File: src/design/sfe_pkg.sv
package sfe_pkg;

    localparam int LINE_DEPTH  = 65536;
    localparam int LINE_AW     = $clog2(LINE_DEPTH);
    localparam int NUM_CH      = 2;
    localparam int SAMPLE_W    = 24;
    localparam int QUEUE_DEPTH = 2;
    localparam int QUEUE_AW    = $clog2(QUEUE_DEPTH);
    localparam int CFG_IDX_W   = 8;
    localparam int CFG_DATA_W  = 17;

    typedef logic signed [SAMPLE_W-1:0] sample_t;
    typedef logic [LINE_AW-1:0] line_addr_t;

    typedef struct packed {
        sample_t in_left;
        sample_t in_right;
    } in_word_t;

    typedef struct packed {
        sample_t out_left;
        sample_t out_right;
    } out_word_t;

    typedef struct packed {
        logic [16:0] mix_gain;
        logic [15:0] target_delay;
        logic [15:0] feedback_gain;
        logic [16:0] glide_coeff;
    } cfg_t;

    typedef enum logic [CFG_IDX_W-1:0] {
        REG_MIX_GAIN      = 8'd0,
        REG_TARGET_DELAY  = 8'd1,
        REG_FEEDBACK_GAIN = 8'd2,
        REG_GLIDE_COEFF   = 8'd3
    } reg_idx_t;

    localparam cfg_t CFG_RESET = '{
        mix_gain:      17'd32768,
        target_delay:  16'd24000,
        feedback_gain: 16'd39322,
        glide_coeff:   17'd164
    };

    // One frame handed from the front to the back.
    typedef struct packed {
        sample_t [NUM_CH-1:0] smp;
        line_addr_t           rd_idx;
        line_addr_t           wr_idx;
        logic                 tap_valid;
    } q_entry_t;

    function automatic sample_t sat24(input logic signed [27:0] v);
        sample_t r;
        if (v > 28'sd8388607)
        begin
            r = 24'sh7FFFFF;
        end
        else if (v < -28'sd8388608)
        begin
            r = 24'sh800000;
        end
        else
        begin
            r = v[SAMPLE_W-1:0];
        end
        return r;
    endfunction

endpackage

File: src/design/sfe_front.sv
module sfe_front (
    input  logic              clk,
    input  logic              rst_n,
    input  logic              in_valid,
    output logic              in_stall,
    input  sfe_pkg::in_word_t in_word,
    input  logic [15:0]       target_delay,
    input  logic [16:0]       glide_coeff,
    input  logic              q_full,
    output logic              q_push,
    output sfe_pkg::q_entry_t q_entry
);
    import sfe_pkg::*;

    typedef enum logic [1:0] {F_IDLE, F_MUL, F_ADD, F_PUSH} fstate_t;

    fstate_t                 state_reg;
    sample_t [NUM_CH-1:0]    smp_reg;
    logic [31:0]             smoothed_reg;
    logic signed [50:0]      prod_reg;
    line_addr_t              wr_ptr_reg;
    logic [LINE_AW:0]        fill_reg;

    logic signed [32:0]      diff;
    logic signed [50:0]      prod_next;
    logic signed [34:0]      step;
    logic signed [35:0]      nd;
    logic [31:0]             smoothed_next;
    line_addr_t              dly;
    line_addr_t              rd_idx;
    logic                    tap_valid;

    always_comb
    begin
        diff      = $signed({1'b0, target_delay, 16'b0}) - $signed({1'b0, smoothed_reg});
        prod_next = $signed({1'b0, glide_coeff}) * diff;
        // Arithmetic shift gives the floor of the Q16 product.
        step      = prod_reg[50:16];
        nd        = $signed({4'b0, smoothed_reg}) + $signed({step[34], step});
        if (nd[35])
        begin
            smoothed_next = '0;
        end
        else if (nd[34:32] != 3'b0)
        begin
            smoothed_next = 32'hFFFF_FFFF;
        end
        else
        begin
            smoothed_next = nd[31:0];
        end

        dly    = LINE_AW'(smoothed_reg[31:16]);
        rd_idx = wr_ptr_reg - line_addr_t'(1) - dly;
        // Lines fill in address order from reset, so an entry below the fill
        // count has been written and anything above it still reads as silence.
        tap_valid = fill_reg[LINE_AW] || ({1'b0, rd_idx} < fill_reg);
    end

    assign in_stall  = (state_reg != F_IDLE);
    assign q_push    = (state_reg == F_PUSH) && !q_full;
    assign q_entry.smp       = smp_reg;
    assign q_entry.rd_idx    = rd_idx;
    assign q_entry.wr_idx    = wr_ptr_reg;
    assign q_entry.tap_valid = tap_valid;

    always_ff @(posedge clk or negedge rst_n)
    begin
        if (!rst_n)
        begin
            state_reg    <= F_IDLE;
            smp_reg      <= '0;
            smoothed_reg <= '0;
            prod_reg     <= '0;
            wr_ptr_reg   <= '0;
            fill_reg     <= '0;
        end
        else
        begin
            case (state_reg)
                F_IDLE:
                begin
                    if (in_valid)
                    begin
                        smp_reg[0] <= in_word.in_left;
                        smp_reg[1] <= in_word.in_right;
                        state_reg  <= F_MUL;
                    end
                end
                F_MUL:
                begin
                    prod_reg  <= prod_next;
                    state_reg <= F_ADD;
                end
                F_ADD:
                begin
                    smoothed_reg <= smoothed_next;
                    state_reg    <= F_PUSH;
                end
                F_PUSH:
                begin
                    if (!q_full)
                    begin
                        wr_ptr_reg <= wr_ptr_reg + 1'b1;
                        if (!fill_reg[LINE_AW])
                        begin
                            fill_reg <= fill_reg + 1'b1;
                        end
                        state_reg <= F_IDLE;
                    end
                end
                default:
                begin
                    state_reg <= F_IDLE;
                end
            endcase
        end
    end

endmodule

File: config.mk
export PLATFORM = sky130hd
export DESIGN_NAME = sfe_front
export DESIGN_NICKNAME = d
export VERILOG_FILES = /design/src/design/sfe_pkg.sv /design/src/design/sfe_front.sv
export SDC_FILE = /design/constraint.sdc
export NUM_CORES = 2
export LEC_CHECK = 0
export BUFFER_PORTS_ARGS = -buffer_cell sky130_fd_sc_hd__buf_2
export CAP_MARGIN = 20
export CORE_UTILIZATION = 65
export DETAILED_ROUTE_END_ITERATION = 10
export PLACE_DENSITY_LB_ADDON = 0.05
export SYNTH_ARGS = -nofsm -noshare
export SYNTH_HDL_FRONTEND = slang
export SYNTH_SLANG_ARGS = --single-unit
File: constraint.sdc
create_clock -name clk -period 24.2 [get_ports clk]
set_input_delay 0 -clock clk [delete_from_list [all_inputs] [get_ports clk]]
set_output_delay 0 -clock clk [all_outputs]
set_load 0.03 [all_outputs]
==> results.toml <==
[finish]
diodes = 0
layout_common_cells = "inv_1, fa_1, nand2_1"
final_common_cell = "inv_1"
largest_reg_flops = 48
finish.net_count = 4089
n_fill_cell = 3316
finalInstanceArea_mm2 = 0.0311
area_growth_pct = 8.94
layout-drive-gt1-share_pct = 10.3

[worst_setup_path]
crit_type = "reg2reg"
worstSetupEndpointType = "register"
regToRegEndpoint = "prod_reg[49]"
r2r_start = "smoothed_reg[0]"
cp_max_fo = 20
max_stage_delay_ns = 0.76
critPathSlowestCell = "a221oi_4"
reg2reg_depth = 30
critPathArrivalTime_ns = 10.01
required_ns = 24.53
cp-start-kind = "register"
cpMostUsedCell = "fa_1"
rrSetupSlack_ns = 14.52

[die]
start_util_pct = 66.1
pin_count = 168
die_area_mm2 = 0.0448
dieHeight_um = 212
std_cell_rows = 76
coreArea_mm2 = 0.0433
die_x_um = 212

[global_route]
grt_pass1_wl_um = 124000
grtUsageTotal_pct = 35.9
grt_overflow = 0
grt_pass1_vias = 24000
grt_max_degree = 81
antenna_found_initial = 2

[synthesis]
async_flop_share_pct = 100
ys_seq_area_share_pct = 13.1
synth-edff-count = 0
synthSimpleGateAreaFrac_pct = 14.3
synth-compound-area-share_pct = 7.68
synth-seq-cells = 150
syn_area_mm2 = 0.0286
yosys_warnings = 0
synthMuxAreaShare_pct = 3.02
synth_xor_area_share_pct = 4.22
ys.flop_type = "dfrtp_1"
synth.distinct_cells = 74
synth_top_family_by_area = "adder cells"
synth.avg_cell_area_um2 = 9.18
synthAdderAreaFrac_pct = 46.4
yosys.area.top_type_share_pct = 37.5
synthTopCellsByArea = "fa_1, dfrtp_1, inv_1"
synth_nets = 3938
synth_largest_area_cell = "fa_1"
synthCells = 3114

[sta]
slew_headroom_pct = 23.2
max_freq_mhz = 103
fin_crit_ns = 9.68
finClkSkew_ns = 0.00830
finalSetupViolCount = 0
tns_ns = 0
worstMarginPinSlew_ns = 1.15
grt_setup_unrepaired = "false"
period_share_pct = 40.0
slew_violations = 0
hold_viol = 0

[worst_hold_path]
hold_start = "in_valid"
min_to = "q_entry[75]"
hold-path-cell-count = 3
min_path_type = "in2reg"

[clocking]
cts_tree = "done"
cts.clk_slew.worst_paths_ns = 0.07
cts_resized = 0
clock_latency_ns = 0.45
cts_root_buf = "clkbuf_16"
htreeDepth = 4
clock_path_buffers = 2
cts_buffers = 17
numClockSinks = 150

[flow_run]
max_cap_violations = 0

[placed_design]
gp_congestion = 1.04
portBuffers = 167
dp_hpwl_um = 55900
dpl-instance-area_mm2 = 0.0300

[detailed_routing]
antenna_left = 0
wirelength_um = 74500
wl_per_cell_um = 19.3
dr_total_vias = 22100
firstDrtPassIters = 6
viasPerCell = 5.71
route.detailed.drc = 0
first_iter_violations = 1854

[status]
outcome = "completed"
[layer usage]
metal / share of wire [%] / track usage, % / vias up
met5: 0 / 0 / -
met2: 47 / 57.5 / 1040
li1: - / - / 9780
met4: 3.0 / 11.8 / 0
met3: 8.7 / 6.48 / 143
met1: 41 / 49.8 / 11100
[worst max path at each step]
stage	slack (ns)	from	depth (start not counted)	end
2_1_floorplan	15.96	smoothed_reg[17]	33	prod_reg[49]
3_3_place_gp	14.91	smoothed_reg[0]	30	prod_reg[49]
3_5_place_dp	14.71	smoothed_reg[0]	30	prod_reg[50]
4_1_cts	14.61	smoothed_reg[0]	30	prod_reg[49]
5_1_grt	14.03	smoothed_reg[0]	30	prod_reg[50]
6_report	14.52	smoothed_reg[0]	30	prod_reg[49]
[Yosys cell counts, types with 5 or more instances]
master,n
nor4_1,10
o221ai_1,28
a21oi_1,86
mux2_2,75
o211ai_1,12
inv_1,728
a21o_1,47
nand4_1,18
buf_2,6
or2_2,8
o21a_1,15
nand3_1,32
nand2_1,427
and3_1,14
dfrtp_1,150
fa_1,536
a211oi_1,8
xor2_1,35
nand2b_1,10
ha_1,203
a31oi_1,7
and2_1,219
a21boi_0,7
o21bai_1,7
clkbuf_1,100
buf_1,6
xnor2_1,101
and4_1,7
nor2b_1,12
a311oi_1,5
a211o_1,6
nor3_1,21
nor2_1,50
o21ai_0,51
o31ai_1,5
[timing repair]
| item | CTS | global route |
|---|---|---|
| setup buffers | 0 | 0 |
| endpoints found under the hold margin | 132 | 0 |
| setup endpoints to repair | 0 | 0 |
| hold buffers | 51 | 0 |
[metrics by stage]
step	instances	utilization (%)	hold slack [ns]	setup slack (ns)
after global routing	3863	72.0	0.00612	14.03
after CTS	3861	71.9	0.163	14.61
after floorplan	3114	-	-0.296	15.96
after global placement	3777	69.2	0.0783	14.91
final	3863	72.0	0.00316	14.52
after detailed placement	3778	69.3	0.0848	14.71
[layout make-up]
cell class | instances | area [um2] | share of cell area (%)
clock buffer | 17 | 425 | 1.37
clock inverter | 15 | 189 | 0.607
inverter | 729 | 2740 | 8.78
multi-input combinational | 2119 | 21700 | 69.6
sequential | 150 | 3750 | 12.1
tap | 585 | 732 | 2.35
timing repair buffer | 248 | 1620 | 5.19
[critical path, delay by kind of cell (launching register included)]
family                     cells  cell delay, ns
AOI/OAI and AO/OA             10            2.87
xor gates and xnor gates       1            0.08
adders and majority gates      7            3.39
buffers and inverters          3            0.16
DFF                            1            0.64
muxes                          1            0.26
and+or+nand+nor                8            2.14
[cell families (layout without fill, tap and decap cells)]
| family | Yosys count | count (layout) |
|---|---|---|
| compound gates | 321 | 321 |
| xor+xnor | 137 | 137 |
| fa+ha+maj | 739 | 739 |
| buf+inv | 845 | 1009 |
| flops | 150 | 150 |
| mux | 77 | 77 |
| simple gates | 845 | 845 |
Power is not shown: default switching activity piles up to over one toggle a cycle in this logic, so the estimate is an artifact.
