===== src/design/sfe_pkg.sv =====
package sfe_pkg;

    localparam int LINE_DEPTH  = 65536;
    localparam int LINE_AW     = $clog2(LINE_DEPTH);
    localparam int NUM_CH      = 2;
    localparam int SAMPLE_W    = 24;
    localparam int QUEUE_DEPTH = 2;
    localparam int QUEUE_AW    = $clog2(QUEUE_DEPTH);
    localparam int CFG_IDX_W   = 8;
    localparam int CFG_DATA_W  = 17;

    typedef logic signed [SAMPLE_W-1:0] sample_t;
    typedef logic [LINE_AW-1:0] line_addr_t;

    typedef struct packed {
        sample_t in_left;
        sample_t in_right;
    } in_word_t;

    typedef struct packed {
        sample_t out_left;
        sample_t out_right;
    } out_word_t;

    typedef struct packed {
        logic [16:0] mix_gain;
        logic [15:0] target_delay;
        logic [15:0] feedback_gain;
        logic [16:0] glide_coeff;
    } cfg_t;

    typedef enum logic [CFG_IDX_W-1:0] {
        REG_MIX_GAIN      = 8'd0,
        REG_TARGET_DELAY  = 8'd1,
        REG_FEEDBACK_GAIN = 8'd2,
        REG_GLIDE_COEFF   = 8'd3
    } reg_idx_t;

    localparam cfg_t CFG_RESET = '{
        mix_gain:      17'd32768,
        target_delay:  16'd24000,
        feedback_gain: 16'd39322,
        glide_coeff:   17'd164
    };

    // One frame handed from the front to the back.
    typedef struct packed {
        sample_t [NUM_CH-1:0] smp;
        line_addr_t           rd_idx;
        line_addr_t           wr_idx;
        logic                 tap_valid;
    } q_entry_t;

    function automatic sample_t sat24(input logic signed [27:0] v);
        sample_t r;
        if (v > 28'sd8388607)
        begin
            r = 24'sh7FFFFF;
        end
        else if (v < -28'sd8388608)
        begin
            r = 24'sh800000;
        end
        else
        begin
            r = v[SAMPLE_W-1:0];
        end
        return r;
    endfunction

endpackage


===== src/design/sfe_queue.sv =====
module sfe_queue (
    input  logic              clk,
    input  logic              rst_n,
    input  logic              push,
    input  sfe_pkg::q_entry_t din,
    output logic              full,
    input  logic              pop,
    output sfe_pkg::q_entry_t dout,
    output logic              empty
);
    import sfe_pkg::*;

    q_entry_t                mem_reg [QUEUE_DEPTH];
    logic [QUEUE_AW-1:0]     wptr_reg;
    logic [QUEUE_AW-1:0]     rptr_reg;
    logic [QUEUE_AW:0]       count_reg;
    logic [QUEUE_AW:0]       count_next;

    assign full  = (count_reg == (QUEUE_AW+1)'(QUEUE_DEPTH));
    assign empty = (count_reg == '0);
    assign dout  = mem_reg[rptr_reg];

    always_comb
    begin
        count_next = count_reg;
        if (push && !pop)
        begin
            count_next = count_reg + 1'b1;
        end
        else if (pop && !push)
        begin
            count_next = count_reg - 1'b1;
        end
    end

    always_ff @(posedge clk or negedge rst_n)
    begin
        if (!rst_n)
        begin
            wptr_reg  <= '0;
            rptr_reg  <= '0;
            count_reg <= '0;
        end
        else
        begin
            if (push)
            begin
                wptr_reg <= wptr_reg + 1'b1;
            end
            if (pop)
            begin
                rptr_reg <= rptr_reg + 1'b1;
            end
            count_reg <= count_next;
        end
    end

    always_ff @(posedge clk)
    begin
        if (push)
        begin
            mem_reg[wptr_reg] <= din;
        end
    end

endmodule


===== config.mk =====
export PLATFORM = sky130hd
export DESIGN_NAME = sfe_queue
export DESIGN_NICKNAME = d
export VERILOG_FILES = /design/src/design/sfe_pkg.sv /design/src/design/sfe_queue.sv
export SDC_FILE = /design/constraint.sdc
export NUM_CORES = 1
export LEC_CHECK = 0
export BUFFER_PORTS_ARGS = -buffer_cell sky130_fd_sc_hd__buf_2
export CELL_PAD_IN_SITES_DETAIL_PLACEMENT = 1
export CELL_PAD_IN_SITES_GLOBAL_PLACEMENT = 1
export CORE_ASPECT_RATIO = 0.5
export CORE_MARGIN = 5
export CORE_UTILIZATION = 47
export CTS_BUF_LIST = sky130_fd_sc_hd__clkbuf_4
export CTS_CLUSTER_DIAMETER = 200
export CTS_CLUSTER_SIZE = 25
export DETAILED_ROUTE_END_ITERATION = 12
export GPL_TIMING_DRIVEN = 0
export PLACE_DENSITY = 0.89
export SKIP_CTS_REPAIR_TIMING = 1
export SYNTH_ARGS = -nofsm -noshare
export SYNTH_HDL_FRONTEND = slang
export SYNTH_SLANG_ARGS = --single-unit

===== constraint.sdc =====
create_clock -name clk -period 5.8 [get_ports clk]
set_input_delay 0.29 -clock clk [delete_from_list [all_inputs] [get_ports clk]]
set_output_delay 0.29 -clock clk [all_outputs]
set_load 0.02 [all_outputs]

==> results of run 1 <==
-- through the flow --
step / std cells / power (uW) / utilization, % / setup WS (ps) / area (um2)
finish: 730 / 4000 / 64.5 / 3720 / 8690
global route: 730 / 4160 / 64.5 / 3640 / 8690
floorplan: 268 / 2830 / - / 1280 / 6430
global placement: 611 / 3230 / 55.6 / -652 / 7490
detailed placement: 614 / 3280 / 56.1 / 4050 / 7560
CTS: 645 / 3940 / 58.2 / 3680 / 7840
-- worst reg2reg max path: stages, from the launching register on --
cell     delay [ps]
dfrtp_1         450
nor2b_4         640
buf_12          310
-- final timing paths --
| check | start | cells after the start | slack, ps | end |
|---|---|---|---|---|
| hold reg to reg | count_reg[1] | 1 | 510 | count_reg[1] |
| min in group clk | din[16] | 2 | 490 | mem_reg[1][16] |
| max in group asynchronous | rst_n | 2 | 5590 | wptr_reg |
| hold / removal | rst_n | 2 | 90 | count_reg[0] |
| setup / recovery | rptr_reg | 4 | 3720 | dout[28] |
| setup reg to reg | wptr_reg | 2 | 4090 | mem_reg[0][71] |
-- final cells by class --
type                       count  area, um2  area share (%)
sequential                   166       4960            57.2
timing repair buffer         254       1740            20.1
multi-input combinational     92       1300            15.0
tap                          176        220            2.53
buffer                         9        171            1.97
clock inverter                14        151            1.74
clock buffer                  17        128            1.47
inverter                       1       3.75          0.0432
antenna                        1       2.50          0.0288
-- cell families (layout without fill, tap and decap cells) --
kind of cell | count (synthesis) | after routing | synth area share, %
flip-flops | 166 | 166 | 77.2
multiplexers | 81 | 81 | 18.8
buffers and inverters | 10 | 295 | 2.72
XOR/XNOR | 5 | 5 | 0.681
AND/OR/NAND/NOR | 5 | 5 | 0.409
adder cells (fa/ha/maj) | 1 | 1 | 0.195
other | 0 | 1 | 0
-- cells in the final DEF (no fill, tap or decap), types with 2 or more instances in the layout --
master / synthesis / layout
clkbuf_4: 0 / 17
dlygate4sd3_1: 0 / 84
bufinv_16: 0 / 2
mux2_4: 79 / 79
clkinvlp_4: 0 / 4
clkinv_4: 0 / 2
buf_12: 8 / 10
buf_2: 0 / 167
dfrtp_1: 4 / 4
xor2_1: 4 / 4
edfxtp_1: 162 / 162
nor2_1: 2 / 2
inv_6: 0 / 4
mux2_2: 2 / 2
-- metal layers --
metal | track usage (%) | share of wire, %
met1 | 18.6 | 41
met2 | 31.3 | 55
met3 | 3.22 | 2.3
met4 | 5.51 | 1.0
met5 | 0 | 0
-- power groups by stage --
stage	Clock [uW]	Combinational [uW]	Sequential, uW
final	687	1640	1670
after global routing	761	1710	1690
after CTS	685	1590	1660
after detailed placement	0	1590	1690
after global placement	0	1520	1710
after floorplan	0	1150	1690
==> results.md, run 1 <==
* Seq/Total Area, Yosys at 77.2%
* Chip Height at 92.7 um
* First-pass GRT wire length at 20.1 mm
* First-pass DRT Iterations at 4
* CP max stage delay at 370 ps
* DRT iter0 DRCs at 211
* GRT Total Usage at 16.4%
* Top delay family on crit path: buffers and inverters
* Final setup TNS at 0 ps
* Syn-to-layout area delta at 35.1%
* Rel. slew slack at 48.2%
* Skew final at 20.6 ps
* Seq pwr share at 41.8%
* Commonest cells in the netlist: 162 x edfxtp_1, 79 x mux2_4, 8 x buf_12
* Layout cell share with drive strength beyond 1 at 52.8%
* Switching Share at 34.5%
* Initial antenna violation count at 1
* Syn Area/Cell at 24.0 um2
* CTS Buf Count at 17
* EDFF count, synth at 162
* Full die area at 16300 um2
* HPWL after DPL at 9.62 mm
* CP Buf/Inv Count at 3
* Worst path cell trace: buf_6 -> buf_12 -> mux2_4 -> buf_2
* Chip Width at 175 um
* CP Class: flip-flop to output pin
* RSZ-0062 raised after global routing: false
* Crit path arrival time at 1790 ps
* Fin. max-slew vios at 0
* Final layout net count at 627
* Core area at 13500 um2
* Syn nets at 354
* F_max at 0.481 GHz
* Slowest library cell on the worst path: dfrtp_1
* Cell count after synthesis at 268
* Largest net degree at the start of global routing at 48
* #FFs+latches synth at 166
* IO Port Bufs at 167
* Final Hold Vio Count at 0
* Synth warn at 0
* Root buffer cell: clkbuf_4
* Crit path launch type: flip-flop
* Row count at 30
* Clock power share at 17.2%
* Drt drc at 0
* CTS H-Tree Depth at 4
* Ys flop type: edfxtp_1
* Vias in the first global route at 3522
* Top cells by area, synth: edfxtp_1 76%, mux2_4 18%, buf_12 2.5%
* Post-Route WL at 15.9 mm
* Setup crit end kind: output pin
* CTS tree: yes
* Synth unique cells at 13
* Status: finished, final reports clean
* Top-Level Pins at 168
* Area leader, netlist: edfxtp_1
* Count leader, synth: edfxtp_1
* Worst slew pin tran at 775 ps
* Ys async rst share at 2.41%
* Maximum vdd drop at 0.272 mV
* Comb power frac at 41.0%
* Clock sinks at 166
* PwrDens at 460 nW/um2
* Clock Path Buffers at 2
* Max FO, Critical Path at 10
* Mapped Area at 6430 um2
* Maxcap violations at 0
* Initial Util at 47.7%
* Fin crit period at 2080 ps
* P_leak at 0.00353 uW
* GRT Residual Overflow at 0
* Psw at 1380 uW
* Final Cycle Share at 35.8%
* Via count at 3489
* Post-route ant nets at 0
* Skew-Pair Late Insertion Delay at 520 ps
* Hold crit path type: input port to async pin
* Max reg flops at 162
* # setup viols final at 0
* DR vias/cell at 4.78
* Req. time, crit path at 5510 ps
* Clock-pin slew on the worst setup and hold paths at 140 ps
* Fillers at 1205
* Worst Hold Slack at 87.5 ps
* Share of the synthesized area in the top cell type at 75.6%
* WL/cell at 21.8 um
* Internal power at 2620 uW
* GP Congestion at 0.692
No activity file was read; power rests on OpenSTA's default activity.
==> run 2: changes to the inputs <==
Settings changed: CORE_UTILIZATION 47 to 42, PLACE_DENSITY 0.89 to 0.84.
Clock period 5.8 ns to 1.7 ns, I/O delays scaled along.
==> run 2 against run 1 <==
Compared with the run above:
- the flow now finishes with violations (setup timing)
- cell area grew 7.2%
- hold slack gained 170 ps
- routed wire length up 14%
- utilization is 3.2 points lower
- critical path type unchanged
- largest cell class unchanged
- largest power group is now combinational cells
- highest routed layer unchanged
==> results.md, run 2 (same netlist as run 1, synthesis figures left out) <==
* P_leak at 0.00376 uW (+6.4%)
* Final Cycle Share at 112%
* Internal power at 10200 uW (+290%)
* Worst slew pin tran at 661 ps (-114 ps)
* F_max at 0.526 GHz
* # setup viols final at 81 (+81)
* Setup ws final at -203 ps (-3920 ps)
* M1 WL at 7.12 mm (+8.8%)
* RSZ-0062 raised after global routing: true
* IO Port Bufs at 167 (unchanged)
* Syn-to-layout area delta at 44.8%
* Fin crit period at 1900 ps
* Commonest non-fill, non-tap cells in the layout: 162 x edfxtp_1, 98 x buf_2, 85 x dlygate4sd3_1, 79 x mux2_4, 69 x buf_6
* Comb power frac at 44.6% (+3.6 points)
* Final Hold Vio Count at 0 (unchanged)
* Maximum vdd drop at 0.665 mV (+140%)
* GRT Residual Overflow at 0 (unchanged)
* Post-placement cell count at 642 (+4.6%)
* Rel. slew slack at 55.7% (+7.5 points)
* PwrDens at 1650 nW/um2 (+260%)
* Metal2 WL at 10.2 mm (+15%)
* Hold Startpoint: din[55]
* Req. time, crit path at 1620 ps (-3890 ps)
* Top-Level Pins at 168 (unchanged)
* Vias in the first global route at 3619 (+2.8%)
* Status: finished with violations
* HPWL after DPL at 9.70 mm (+0.90%)
* Clock Path Buffers at 2 (unchanged)
* First-pass GRT wire length at 20.4 mm (+1.8%)
* Commonest non-fill, non-tap cell in the layout: edfxtp_1
* Final layout net count at 633 (+0.96%)
* GP Congestion at 0.730 (+5.6%)
* CP Class: flip-flop to output pin
* Maxcap violations at 0 (unchanged)
* Met3 WL post-DR at 615 um (+68%)
* Full die area at 18000 um2 (+11%)
* Initial antenna violation count at 2 (+1)
* Skew final at 28.0 ps (+7.33 ps)
* WL/cell at 23.7 um (+8.6%)
* Worst Setup SP: rptr_reg
* Post-Route WL at 18.1 mm (+14%)
* Crit path launch type: flip-flop
* CTS H-Tree Depth at 4 (unchanged)
* Core area at 15200 um2 (+13%)
* Chip Width at 185 um (+5.5%)
* Clock sinks at 166 (unchanged)
* Chip Height at 97.5 um (+5.2%)
* Max reg flops at 162 (unchanged)
* Fin. max-slew vios at 0 (unchanged)
* Largest net degree at the start of global routing at 46 (-4.2%)
* First-pass DRT Iterations at 4 (unchanged)
* Drt drc at 0 (unchanged)
* Violations in the final reports: setup timing
* Setup crit end kind: output pin
* CTS Buf Count at 17 (unchanged)
* DR vias/cell at 4.75 (-0.58%)
* Initial Util at 42.3% (-5.5 points)
* Seq pwr share at 37.4% (-4.4 points)
* Clock-pin slew on the worst setup and hold paths at 170 ps (+30 ps)
* DRT iter0 DRCs at 248 (+18%)
* Final Non-Filler Cells at 766 (+4.9%)
* Top routing layer used: met4
* Hold crit path type: input port to flip-flop
* Switching Share at 33.7% (-0.86 points)
* Row count at 32 (+6.7%)
* Post-route ant nets at 0 (unchanged)
* CTS tree: yes
* Root buffer cell: clkbuf_4
* Via count at 3640 (+4.3%)
* Final setup TNS at -13580 ps (-13580 ps)
* Layout cell share with drive strength beyond 1 at 53.6% (+0.77 points)
* GRT Total Usage at 15.1% (-1.3 points)
* Psw at 5190 uW (+280%)
* Skew-Pair Late Insertion Delay at 550 ps (+30 ps)
* Clock power share at 18.0% (+0.8 points)
* Max FO, Critical Path at 10 (unchanged)
* Crit path arrival time at 1820 ps (+30 ps)
* Reg-to-Reg Start: wptr_reg
[run 2: cell count changes in the layout (fill, tap and decap cells not counted), sizes merged]
| cell | change |
|---|---|
| bufinv | +2 |
| clkbuf | +2 |
| clkinvlp | -2 |
| inv | +2 |
| and2 | +1 |
| buf | +1 |
| clkinv | -1 |
| diode | +1 |
| dlygate4sd3 | +1 |
| nor2b | +1 |
[run 2: power groups by stage]
stage	combinational [uW]	sequential, uW	clock, uW
2_1_floorplan	3920	5690	0
3_3_place_gp	5230	5730	0
3_5_place_dp	5440	5780	0
4_1_cts	5470	5680	2740
5_1_grt	7120	5830	3020
6_report	6860	5770	2780
[run 2: layer usage]
metal  global-route usage [%]  up-vias
met2                     30.1      103
li1                         -     1627
met5                        0        -
met1                     15.1     1896
met3                     3.22       14
met4                     5.69        0
[run 2: worst max-delay path, stage by stage, from the launching register on]
cell,delay (ps)
dfrtp_2,480
clkbuf_16,180
buf_12,150
mux2_4,300
buf_2,160
[run 2: layout make-up]
| type | count | area [um2] |
|---|---|---|
| repair buffers | 258 | 2240 |
| diodes | 2 | 5.00 |
| multi-input cells | 94 | 1320 |
| plain buffers | 9 | 180 |
| clock buffers | 17 | 128 |
| fillers | 1324 | 5900 |
| clock inverters | 15 | 216 |
| inverters | 1 | 3.75 |
| flip-flops and latches | 166 | 4970 |
| well taps | 204 | 255 |
[run 2: final timing paths]
kind,endpoint,slack (ps),depth (start not counted)
setup / recovery,dout[64],-200,4
hold / removal,mem_reg[1][55],250,2
setup reg to reg,mem_reg[1][47],50,2
hold reg to reg,count_reg[1],550,1
max in group asynchronous,count_reg[0],1020,3
min in group asynchronous,count_reg[1],460,3
[run 2: per-stage QoR]
stage	total power, uW	hold slack, ps	util [%]	setup slack (ps)	cell area [um2]
finish	15400	253	61.2	-203	9320
global route	16000	201	61.2	-295	9320
CTS	13900	-688	52.2	-239	7940
detailed placement	11200	-93.3	50.0	-5.59	7600
global placement	11000	-103	49.5	-988	7530
floorplan	9620	-211	-	-349	6440
